### src/rtl/lobm_pkg.sv
// Package for the limit order book matcher: opcodes, event codes, item types,
// engine states and default sizes. It depends on nothing.
package lobm_pkg;

  localparam int unsigned SideDepthDef = 32;
  localparam int unsigned PriceBitsDef = 32;

  localparam logic [1:0] OP_BUY    = 2'd0;
  localparam logic [1:0] OP_SELL   = 2'd1;
  localparam logic [1:0] OP_CANCEL = 2'd2;

  localparam logic [2:0] EV_EXECUTED = 3'd0;
  localparam logic [2:0] EV_ADDED    = 3'd1;
  localparam logic [2:0] EV_CANCELED = 3'd2;
  localparam logic [2:0] EV_REJECTED = 3'd3;
  localparam logic [2:0] EV_FULL     = 3'd4;

  typedef enum logic [1:0] {
    KIND_BUY,
    KIND_SELL,
    KIND_CANCEL
  } item_kind_e;

  typedef struct packed {
    item_kind_e  kind;
    logic [31:0] id;
    logic [31:0] price;
    logic [31:0] qty;
  } item_t;

  typedef struct packed {
    logic avail;
    logic pop;
  } queue_ctl_t;

  typedef enum logic [1:0] {
    ST_IDLE,
    ST_SCAN,
    ST_DECIDE
  } back_state_e;

endpackage

### src/rtl/lobm_front.sv
// Front part of the matcher: takes commands, drops the ones that do nothing and
// holds the rest in a two-entry queue. It depends on lobm_pkg.
module lobm_front (
  input  logic                clk_i,
  input  logic                rst_ni,
  input  logic                start,
  output logic                busy,
  input  logic [1:0]          opcode_i,
  input  logic [31:0]         order_id_i,
  input  logic [31:0]         limit_price_i,
  input  logic [31:0]         quantity_i,
  input  logic                pop_i,
  output lobm_pkg::queue_ctl_t ctl_o,
  output lobm_pkg::item_t     item_o
);

  lobm_pkg::item_t buf_q [2];
  logic            wr_ptr_q, wr_ptr_d;
  logic            rd_ptr_q, rd_ptr_d;
  logic [1:0]      count_q, count_d;
  logic            keep;
  logic            push;
  lobm_pkg::item_t item_in;

  always_comb begin
    item_in.id    = order_id_i;
    item_in.price = limit_price_i;
    item_in.qty   = quantity_i;
    item_in.kind  = lobm_pkg::KIND_CANCEL;
    keep          = 1'b0;
    case (opcode_i)
      lobm_pkg::OP_BUY: begin
        item_in.kind = lobm_pkg::KIND_BUY;
        keep         = (quantity_i != 32'd0);
      end
      lobm_pkg::OP_SELL: begin
        item_in.kind = lobm_pkg::KIND_SELL;
        keep         = (quantity_i != 32'd0);
      end
      lobm_pkg::OP_CANCEL: begin
        keep = 1'b1;
      end
      default: begin
        keep = 1'b0;
      end
    endcase
  end

  assign busy       = (count_q == 2'd2);
  assign push       = start && !busy && keep;
  assign ctl_o.avail = (count_q != 2'd0);
  assign ctl_o.pop   = pop_i && ctl_o.avail;
  assign item_o     = buf_q[rd_ptr_q];

  always_comb begin
    wr_ptr_d = wr_ptr_q ^ push;
    rd_ptr_d = rd_ptr_q ^ ctl_o.pop;
    count_d  = count_q + 2'(push) - 2'(ctl_o.pop);
  end

  always_ff @(posedge clk_i or negedge rst_ni) begin
    if (!rst_ni) begin
      wr_ptr_q <= 1'b0;
      rd_ptr_q <= 1'b0;
      count_q  <= 2'd0;
    end else begin
      wr_ptr_q <= wr_ptr_d;
      rd_ptr_q <= rd_ptr_d;
      count_q  <= count_d;
    end
  end

  always_ff @(posedge clk_i) begin
    if (push) begin
      buf_q[wr_ptr_q] <= item_in;
    end
  end

endmodule

### config.mk
export PLATFORM = sky130hd
export DESIGN_NAME = lobm_front
export DESIGN_NICKNAME = d
export VERILOG_FILES = /design/src/rtl/lobm_pkg.sv /design/src/rtl/lobm_front.sv
export SDC_FILE = /design/constraint.sdc
export NUM_CORES = 1
export LEC_CHECK = 0
export ABC_AREA = 1
export BUFFER_PORTS_ARGS = -buffer_cell sky130_fd_sc_hd__buf_2
export CAP_MARGIN = 25
export CORE_MARGIN = 2
export CORE_UTILIZATION = 30
export DETAILED_ROUTE_END_ITERATION = 10
export HOLD_SLACK_MARGIN = 0.06
export PLACE_DENSITY_LB_ADDON = 0.25
export SETUP_SLACK_MARGIN = 0.4
export SLEW_MARGIN = 20
export SYNTH_ARGS = -nofsm -noshare
export SYNTH_HDL_FRONTEND = slang
export SYNTH_SLANG_ARGS = --single-unit
### constraint.sdc
create_clock -name clk_i -period 4.8 [get_ports clk_i]
set_clock_uncertainty 0.2 [all_clocks]
set_input_delay 0.72 -clock clk_i [delete_from_list [all_inputs] [get_ports clk_i]]
set_output_delay 0.72 -clock clk_i [all_outputs]
set_load 0.05 [all_outputs]
==> flow_metrics.tcl <==
set metrics [dict create \
    wl_per_cell_um 14.7 \
    cts_tree "done" \
    cp_max_fo 64 \
    hp-class "in -> reg" \
    final_common_cell "nand2_1" \
    rsz0062_at_grt "false" \
    final_cell_mix "303 x nand2_1, 202 x buf_2, 196 x edfxtp_1" \
    rows 57 \
    pwr-share-seq_pct 35.3 \
    cts_made_buffers 17 \
    clockRootBuffer "clkbuf_16" \
    fmax_mhz 296 \
    maxSlewViolCount 0 \
    clk_pin_slew_ps 70 \
    fin_crit_ps 3370 \
    die_w_um 162 \
    wl_met2_um 7520 \
    grt_first_pass_wirelength_um 24100 \
    die_h_um 162 \
    dp_hpwl_um 10500 \
    cp_data_required_time_ps 3880 \
    synthesis.instances 569 \
    power_switching_w 0.00317 \
    whs_path_depth 1 \
    worstMarginPinSlew_ps 757 \
    wl_met3_um 1090 \
    holdPathEnd "buf_q[0][88]" \
    drt_iter0_drc 249 \
    placement.io_buffers 202 \
    synth_area_mm2 0.00749 \
    min_period_over_period_pct 70.3 \
    status "complete, no violations" \
    synth_seq_cells 200 \
    drt-met1-wl_um 7470 \
    ir_drop_mv 0.323 \
    viasPerCell 4.13 \
    io_pins 203 \
    grt_max_degree 65 \
    pwr-share-comb_pct 44.0 \
    clock_power_share_pct 20.7 \
    holdWs_ps 279 \
    crit_path_end_kind "output pin" \
    dieArea_mm2 0.0262 \
    cap_viol_max_count 0 \
    power.leakage_nw 3.98 \
    place_ws_ps 1600 \
    routed_wl_um 16300 \
    swShare_pct 46.5 \
    reg2reg_depth 5 \
    fin_setup_tns_ps 0 \
    startpoint "rd_ptr_q" \
    r2r_start "count_q[1]" \
    overflow 0 \
    slew_headroom_pct 49.6 \
    hp-start "order_id_i[24]" \
    drtPass1Iterations 4 \
    finalHoldViolCount 0 \
    drtAntennaViolNets 0 \
    yosysWarnings 0 \
    post-route-util_pct 38.8 \
    worst_slack_ps 1430 \
    finalPower_w 0.00682 \
    place_congestion 0.688 \
    worstSetupPathType "reg -> out" \
    p_int_w 0.00365 \
    rrSetupSlack_ps 2250 \
    cts_sinks 200 \
    drive_gt1_share_pct 30.4 \
    h-tree-depth 4 \
    yosysSeqAreaShare_pct 79.9 \
    syn2layout_area_growth_pct 26.4 \
    routed.top_layer "met5" \
    grt_pass1_vias 4254 \
    pwr_density_cell_mw_per_mm2 720 \
    yosysUniqueCellTypes 18 \
    start_kind "register" \
    grt_usage_pct 12.3 \
    core_mm2 0.0244 \
    setup_viol 0 \
    r2r_end "buf_q[1][52]" \
    grt_antenna_before_repair 2 \
    clk_latency_ps 420 \
    cts.path.max_buffers 2 \
    fin_nets 879 \
    vias 4583 \
    synthesis.nets 675 \
    initial_core_util_pct 30.7 \
    avgSynthCellArea_um2 13.2 \
    drc 0 \
    worstPathArrival_ps 2450 \
]
[area by class of cell]
class	instances	area (µm²)
diodes	1	2.50
multi-input cells	339	1360
well taps	324	405
flip-flops and latches	200	5990
repair buffers	207	1100
clock buffers	20	437
inverters	8	32.5
clock inverters	12	141
fillers	2396	14900
[worst max-delay path by stage]
stage,to,slack (ps),depth (start not counted)
5_1_grt,item_o[7],1250,4
3_5_place_dp,buf_q[1][73],1600,9
6_report,item_o[7],1430,4
4_1_cts,item_o[7],1390,4
2_1_floorplan,buf_q[1][0],700,6
3_3_place_gp,buf_q[0][68],1600,9
[cells in the mapped netlist, drive strengths merged]
library cell | number | area share, %
dfrtp | 4 | 1.3
o21bai | 1 | 0.10
xor2 | 1 | 0.12
o211ai | 1 | 0.10
clkbuf | 1 | 0.050
nor2 | 23 | 1.2
xnor2 | 2 | 0.23
buf | 21 | 1.7
ha | 4 | 0.67
edfxtp | 196 | 79
or2 | 2 | 0.17
nand3 | 2 | 0.13
nand2 | 303 | 15
inv | 8 | 0.43
[cells by family (layout without fill, tap and decap cells)]
logic type / Yosys count / in the layout / share of synthesized area, %
buffers and inverters: 30 / 247 / 2.19
flip-flops: 200 / 200 / 79.9
XOR/XNOR: 3 / 3 / 0.351
other: 0 / 1 / 0
adder cells (fa/ha/maj): 4 / 4 / 0.668
AO/OA/AOI/OAI: 2 / 2 / 0.201
AND/OR/NAND/NOR: 330 / 330 / 16.6
[stage by stage]
stage / instances / area, µm²
after global routing: 1110 / 9460
final: 1111 / 9470
after floorplan: 569 / 7490
after global placement: 1076 / 8850
after detailed placement: 1077 / 8880
after CTS: 1110 / 9460
[power groups by stage]
stage | Sequential (W) | Clock, W | Combinational, W
2_1_floorplan | 0.00241 | 0 | 0.00233
3_3_place_gp | 0.00245 | 0 | 0.00303
3_5_place_dp | 0.00245 | 0 | 0.00306
4_1_cts | 0.00241 | 0.00145 | 0.00306
5_1_grt | 0.00244 | 0.00151 | 0.00320
6_report | 0.00241 | 0.00141 | 0.00300
[flip-flops by register name (all words and copies together), names as in the netlist]
register / count
rd_ptr_q: 1
wr_ptr_q: 1
buf_q: 196
count_q: 2
[worst max-delay path, cell delays in order, from the launching register on]
cell	delay (ps)
dfrtp_4	720
buf_4	660
nand2_1	180
nand2_1	120
buf_2	260
[what timing repair did]
| action | CTS | global route |
|---|---|---|
| endpoints found under the hold margin | 4 | 0 |
| buffers inserted | 0 | 0 |
| hold buffers | 1 | 0 |
| gates resized for setup | 0 | 0 |
[per-layer routing]
layer,track usage (%),vias up
met5,0,-
met4,3.86,2
met1,16.3,2107
li1,-,2315
met3,3.73,15
met2,19.3,144
Power figures use the tool's default switching activity.
